### config.mk
export PLATFORM = sky130hd
export DESIGN_NAME = indexed_lifo_stack_top
export DESIGN_NICKNAME = d
export VERILOG_FILES = /design/src/hdl/ilstk_pkg.sv /design/src/hdl/indexed_lifo_stack_top.sv /design/src/hdl/ilstk_cell.sv
export SDC_FILE = /design/constraint.sdc
export NUM_CORES = 1
export LEC_CHECK = 0
export ABC_AREA = 0
export BUFFER_PORTS_ARGS = -buffer_cell sky130_fd_sc_hd__buf_2
export CORE_MARGIN = 1
export CORE_UTILIZATION = 61
export CTS_CLUSTER_SIZE = 8
export DETAILED_ROUTE_END_ITERATION = 6
export GPL_ROUTABILITY_DRIVEN = 0
export PLACE_DENSITY_LB_ADDON = 0.08
export SYNTH_ARGS = -nofsm -noshare
export SYNTH_HDL_FRONTEND = slang
export SYNTH_SLANG_ARGS = --single-unit
### constraint.sdc
create_clock -name clk -period 7.7 [get_ports clk]
set_input_delay 0.77 -clock clk [delete_from_list [all_inputs] [get_ports clk]]
set_output_delay 0.77 -clock clk [all_outputs]
set_load 0.03 [all_outputs]
### src/hdl/ilstk_pkg.sv
package ilstk_pkg;

	localparam int CMD_W = 3;
	localparam int WORD_W = 32;
	localparam int IDX_W = 5;
	localparam int STAT_W = 2;
	// wide enough for any cell position or fill count up to 1024 words
	localparam int POS_W = 11;

	localparam logic [CMD_W-1:0] CMD_PUSH = 3'd0;
	localparam logic [CMD_W-1:0] CMD_POP = 3'd1;
	localparam logic [CMD_W-1:0] CMD_PEEK = 3'd2;
	localparam logic [CMD_W-1:0] CMD_REMOVE = 3'd3;
	localparam logic [CMD_W-1:0] CMD_DROP = 3'd4;

	localparam logic [STAT_W-1:0] ST_OK = 2'd0;
	localparam logic [STAT_W-1:0] ST_MISS = 2'd1;
	localparam logic [STAT_W-1:0] ST_FULL = 2'd2;

	typedef struct packed {
		logic [CMD_W-1:0] cmd;
		logic signed [WORD_W-1:0] push_value;
		logic [IDX_W-1:0] index;
	} in_beat_t;

	typedef struct packed {
		logic signed [WORD_W-1:0] read_value;
		logic [STAT_W-1:0] status;
		logic [IDX_W-1:0] count;
		logic [IDX_W-1:0] removed;
	} out_beat_t;

	typedef struct packed {
		logic wr_en;
		logic sh_en;
		logic [POS_W-1:0] pos;
		logic [POS_W-1:0] cnt;
		logic [POS_W-1:0] rd_pos;
	} cell_ctl_t;

endpackage

### src/hdl/indexed_lifo_stack_top.sv
// Bounded LIFO stack with indexed peek, remove-at and multi-word drop. One command
// is taken on every clock where start is high; busy never rises, and the result is
// strobed on done for exactly one cycle, the cycle right after the command. The
// words sit in a row of cells, one per slot from the bottom; a push loads the cell
// at the fill count, a remove-at makes the hole's cell and each cell above it but the
// top take its upper neighbor's word in the same cycle, and a read picks one cell
// by a one-hot match ORed across the row. Drop only moves the fill count. Results
// cannot be held off, so the receiver must sample every done beat.
module indexed_lifo_stack_top
	import ilstk_pkg::*;
#(
	parameter int DEPTH = 16,
	parameter int ITEM_WIDTH = 32
) (
	input logic clk,
	input logic arst_n,
	input logic start,
	output logic busy,
	input in_beat_t request,
	output logic done,
	output out_beat_t result
);

	localparam int CNT_W = $clog2(DEPTH + 1);
	localparam int CMP_W = (CNT_W > IDX_W) ? CNT_W : IDX_W;
	localparam int EXT_W = (ITEM_WIDTH > WORD_W) ? ITEM_WIDTH : WORD_W;

	logic [CNT_W-1:0] cnt_q;
	logic [CNT_W-1:0] cnt_nxt;
	logic done_q;
	out_beat_t res_q;
	out_beat_t res_nxt;

	logic fire;
	logic full;
	logic empty;
	logic idx_ok;
	logic [CMP_W-1:0] cnt_e;
	logic [CMP_W-1:0] idx_e;
	logic [CMP_W-1:0] top_pos;
	logic [CMP_W-1:0] sel_pos;
	logic [CMP_W-1:0] take;

	logic signed [EXT_W-1:0] push_ext;
	logic [ITEM_WIDTH-1:0] push_item;
	logic signed [ITEM_WIDTH-1:0] rd_or;
	logic signed [EXT_W-1:0] rd_ext;
	logic signed [WORD_W-1:0] rd_value;

	logic [ITEM_WIDTH-1:0] items [DEPTH];
	logic [ITEM_WIDTH-1:0] rd_items [DEPTH];
	cell_ctl_t ctl;

	assign busy = 1'b0;
	assign fire = start && !busy;

	assign cnt_e = CMP_W'(cnt_q);
	assign idx_e = CMP_W'(request.index);
	assign full = (cnt_q == CNT_W'(DEPTH));
	assign empty = (cnt_q == '0);
	assign idx_ok = (idx_e < cnt_e);
	assign top_pos = cnt_e - CMP_W'(1);
	assign sel_pos = (request.cmd == CMD_POP) ? top_pos : (top_pos - idx_e);
	assign take = idx_ok ? idx_e : cnt_e;

	assign push_ext = EXT_W'(request.push_value);
	assign push_item = push_ext[ITEM_WIDTH-1:0];

	always_comb begin
		ctl.wr_en = fire && request.cmd == CMD_PUSH && !full;
		ctl.sh_en = fire && request.cmd == CMD_REMOVE && idx_ok;
		ctl.pos = (request.cmd == CMD_PUSH) ? POS_W'(cnt_q) : POS_W'(sel_pos);
		ctl.cnt = POS_W'(cnt_q);
		ctl.rd_pos = POS_W'(sel_pos);
	end

	for (genvar i = 0; i < DEPTH; i++) begin : g_cell
		logic [ITEM_WIDTH-1:0] up_item;

		if (i == DEPTH - 1) begin : g_last
			assign up_item = '0;
		end else begin : g_mid
			assign up_item = items[i+1];
		end

		ilstk_cell #(
			.ITEM_WIDTH(ITEM_WIDTH),
			.POS(i)
		) u_cell (
			.clk(clk),
			.ctl(ctl),
			.push_item(push_item),
			.up_item(up_item),
			.item(items[i]),
			.rd_item(rd_items[i])
		);
	end

	always_comb begin
		rd_or = '0;
		for (int i = 0; i < DEPTH; i++) begin
			rd_or = rd_or | rd_items[i];
		end
	end

	assign rd_ext = EXT_W'(rd_or);
	assign rd_value = rd_ext[WORD_W-1:0];

	always_comb begin
		cnt_nxt = cnt_q;
		res_nxt.read_value = '0;
		res_nxt.status = ST_OK;
		res_nxt.removed = '0;
		case (request.cmd)
			CMD_PUSH: begin
				if (full) begin
					res_nxt.status = ST_FULL;
				end else begin
					cnt_nxt = cnt_q + CNT_W'(1);
				end
			end
			CMD_POP: begin
				if (empty) begin
					res_nxt.status = ST_MISS;
				end else begin
					cnt_nxt = cnt_q - CNT_W'(1);
					res_nxt.read_value = rd_value;
				end
			end
			CMD_PEEK: begin
				if (!idx_ok) begin
					res_nxt.status = ST_MISS;
				end else begin
					res_nxt.read_value = rd_value;
				end
			end
			CMD_REMOVE: begin
				if (!idx_ok) begin
					res_nxt.status = ST_MISS;
				end else begin
					cnt_nxt = cnt_q - CNT_W'(1);
					res_nxt.read_value = rd_value;
				end
			end
			CMD_DROP: begin
				cnt_nxt = CNT_W'(cnt_e - take);
				res_nxt.removed = IDX_W'(take);
			end
			default: begin
				cnt_nxt = cnt_q;
			end
		endcase
		res_nxt.count = IDX_W'(cnt_nxt);
	end

	always_ff @(posedge clk or negedge arst_n) begin
		if (!arst_n) begin
			cnt_q <= '0;
			done_q <= 1'b0;
		end else begin
			done_q <= fire;
			if (fire) begin
				cnt_q <= cnt_nxt;
			end
		end
	end

	always_ff @(posedge clk) begin
		if (fire) begin
			res_q <= res_nxt;
		end
	end

	assign done = done_q;
	assign result = res_q;

endmodule

### src/hdl/ilstk_cell.sv
module ilstk_cell
	import ilstk_pkg::*;
#(
	parameter int ITEM_WIDTH = 32,
	parameter int POS = 0
) (
	input logic clk,
	input cell_ctl_t ctl,
	input logic [ITEM_WIDTH-1:0] push_item,
	input logic [ITEM_WIDTH-1:0] up_item,
	output logic [ITEM_WIDTH-1:0] item,
	output logic [ITEM_WIDTH-1:0] rd_item
);

	localparam logic [POS_W-1:0] MY_POS = POS_W'(POS);
	localparam logic [POS_W-1:0] NEXT_POS = POS_W'(POS + 1);

	logic [ITEM_WIDTH-1:0] item_q;

	always_ff @(posedge clk) begin
		if (ctl.wr_en && ctl.pos == MY_POS) begin
			item_q <= push_item;
		end else if (ctl.sh_en && MY_POS >= ctl.pos && NEXT_POS < ctl.cnt) begin
			item_q <= up_item;
		end
	end

	assign item = item_q;
	assign rd_item = (ctl.rd_pos == MY_POS) ? item_q : '0;

endmodule

==> summary.txt <==
Status
  – Outcome: complete, but fails checks
  – Failing checks: design-rule violations, max-capacitance violations, max-slew violations

Timing
  – Final setup viols: 0
  – Max-slew violations: 33
  – Setup TNS: 0 ps
  – Final hold vios: 0
  – Slew margin rel.: -0.4830%
  – Tcrit/Tclk final: 78.73%
  – Worst slew pin tran: 1507 ps
  – Final WS setup: ~1600 ps
  – Clock Skew: roughly 32 ps
  – Final Critical Period: 6062 ps
  – Fmax: 164.9 MHz
  – RSZ-0062 raised after global routing: false

Place
  – # port buffers: just under 90
  – Place WS: 1840 ps
  – Dpl hpwl: 51,880 um

Critical path
  – CP peak stage delay: around 1200 ps
  – R2r startpoint: cnt_e[1]
  – Worst R2R Path Depth: 14
  – Critical Path, Cell by Cell: inv_1 -> ha_1 -> xnor2_1 -> inv_1 -> ha_1 -> nand2b_1 -> o2bb2ai_2 -> mux2i_4 -> xnor2_1 -> or3_1 -> nand2_1 -> nor3_2 -> buf_4 -> a31o_2
  – Crit-path slowest cell: a31o_2
  – Critical path arrival: 6260 ps
  – CP endpoint kind: register
  – Worst Setup EP: g_cell[15].u_cell.item[7]
  – FF-to-FF setup slack: 1640 ps
  – Startpoint type of the worst setup path: register
  – Crit path from: cnt_e[1]
  – WS Path Type: register to register
  – CP max FO: 33
  – Crit path required time: 7890 ps
  – Reg2reg end: g_cell[15].u_cell.item[7]

Floorplanning
  – Initial core utilization: 61.88%
  – IO Pins: about 90
  – Die ar.: 48,200 um^2
  – Die width: 219.5 um
  – Std-Cell Rows: 79
  – Die height: 219.5 um
  – Core area: 46,650 um^2

Detailed routing
  – Routed vias/inst: 7.471
  – Post-Route WL: 92,180 um
  – Initial DRC Count: 3,023
  – DRC viols: 6
  – Via count: 19,610
  – Wirelength per Cell: between 30 and 40 um
  – Antenna viol nets, final: 0
  – DR pass1 iterations: 7

Global routing
  – Largest net degree at the start of global routing: 53
  – First-pass GRT wire length: 133,100 um
  – Tot GR Track Use: 38.76%
  – Initial antenna violation count: 2
  – Vias in the first global route: 19,220
  – Total gr overflow: 0

Min path
  – HP Class: input pin to async pin

Clock tree
  – Clock Path Buffers: 3
  – Clock sinks: about 560
  – Hold_buf cts: 1
  – Clock slew at reported path FFs: 50 ps
  – PostCTS Resize Cnt: 0
  – TritonCTS clock tree: yes
  – Post-CTS Setup Inserts: 0
  – CTS buffer count: 80
  – Clk_lat worst skew: 630 ps
  – Htree depth: 3
  – Clk root buf: clkbuf_16

Final layout
  – Multi-input gate area: 11,340 um^2
  – Area Growth Syn to Fin: 10.80%
  – Share of cells above drive strength 1: about a third
  – FF/Latch Area: 16,850 um^2
  – Nets: approximately 2,100
  – Fill cells: between 3,000 and 4,000

Logic synthesis
  – Most common cell in the netlist: edfxtp_1
  – Top post-synthesis cells by area: edfxtp_1 58%, mux2_2 11%, mux2_4 7.6%, mux2_1 2.3%, a22oi_1 2.2%
  – Syn Nets: 2,012
  – Synth cell types: 87
  – Netlist Area Pre-Place: between 20,000 and 30,000 um^2
  – Sequential fraction of the synthesis area: 58.35%
  – YS warnings: 0
  – Post-synth top area cell: edfxtp_1
  – Number of flops mapped to enable cells by yosys: 556
  – Post-synth top flop: edfxtp_1
  – Number of synthesized register bits: 562
  – Syn Inst Count: between 1,500 and 2,000
  – Syn_area_per_cell: 14.80 um^2
  – Yosys top cell area share: 57.83%
  – FFs w/ async S/R, synth: 1.068%
  – Top cells by count, synth: 556 x edfxtp_1, 282 x mux2_2, 147 x mux2_4

Pwr
  – Peak VDD IR: between 0.0004 and 0.0005 V
  – Leakage: 11.06 nW
  – Total power: between 10 and 15 mW
  – Power per cell area: about 380 nW/um^2

Run
  – Max-cap violations: 1
cell families (layout without fill, tap and decap cells):
group / Yosys count / after routing / synth area share (%)
simple gates: 287 / 287 / 5.517
other cells: 1 / 3 / 0.01299
buf+inv: 189 / 253 / 3.238
compound gates: 383 / 383 / 10.28
mux: 495 / 495 / 21.23
xor+xnor: 16 / 16 / 0.5374
flops: 562 / 562 / 58.35
fa+ha+maj: 18 / 18 / 0.8321
stage by stage:
stage                     hold WS [ps]  util, %  instance area [um^2]  instances
final                            521.3    68.56                 31990       2624
after global routing             524.1    68.56                 31990       2624
after CTS                        509.0    68.55                 31980       2622
after detailed placement         543.1    63.99                 29850       2527
after global placement           537.6    63.99                 29850       2527
after floorplan                  474.4        -                 28870       1951
flip-flops by register name (all words and copies together) (netlist names):
name,flops
cnt_e,5
done,1
g_cell.u_cell.item,512
result,44
per-layer routing:
metal	share of wire, %	global-route usage (%)	up-vias
li1	-	-	7869
met1	37	52.79	9916
met2	46	60.65	1554
met3	13	9.137	266
met4	3.6	14.26	0
met5	0	0	-
critical path, delay by kind of cell, from the launching register on:
family,cells,cell delay [ps]
compound gates,2,1400
simple gates,4,980
buf+inv,3,890
fa+ha+maj,2,800
flops,1,660
xor+xnor,2,660
mux,1,210
where the power goes:
group / switching (mW) / total [mW] / internal, mW / leakage, nW
sequential: 0.177 / 3.88 / 3.71 / 5.10
combinational: 3.58 / 5.23 / 1.65 / 4.92
clock: 1.29 / 3.13 / 1.84 / 1.04
final cells by class:
type	instances	area share, %
Clock buffer	86	6.329
Clock inverter	8	0.2895
Tap cell	607	2.374
Antenna cell	2	0.01565
Inverter	20	0.2347
Sequential cell	562	52.67
Multi-Input combinational cell	1200	35.46
Timing Repair Buffer	139	2.629
worst min-delay path by stage:
stage | start | end | slack (ps)
global placement | g_cell[11].u_cell.item[5] | g_cell[10].u_cell.item[5] | 540
floorplan | arst_n | cnt_e[0] | 470
global route | arst_n | cnt_e[2] | 520
finish | arst_n | cnt_e[2] | 520
detailed placement | g_cell[11].u_cell.item[20] | g_cell[10].u_cell.item[20] | 540
CTS | arst_n | cnt_e[2] | 510
layout by cell type, fill, tap and decap left out, types with 49 or more instances in the layout:
master,netlist,layout
nand2_1,76,76
clkbuf_16,0,80
buf_2,36,87
edfxtp_1,556,556
and2_1,49,49
a22o_1,51,51
buf_4,8,50
mux2_2,282,282
a22oi_1,86,86
mux2_1,58,58
mux2_4,147,147
(Power assumes the default switching activity.)
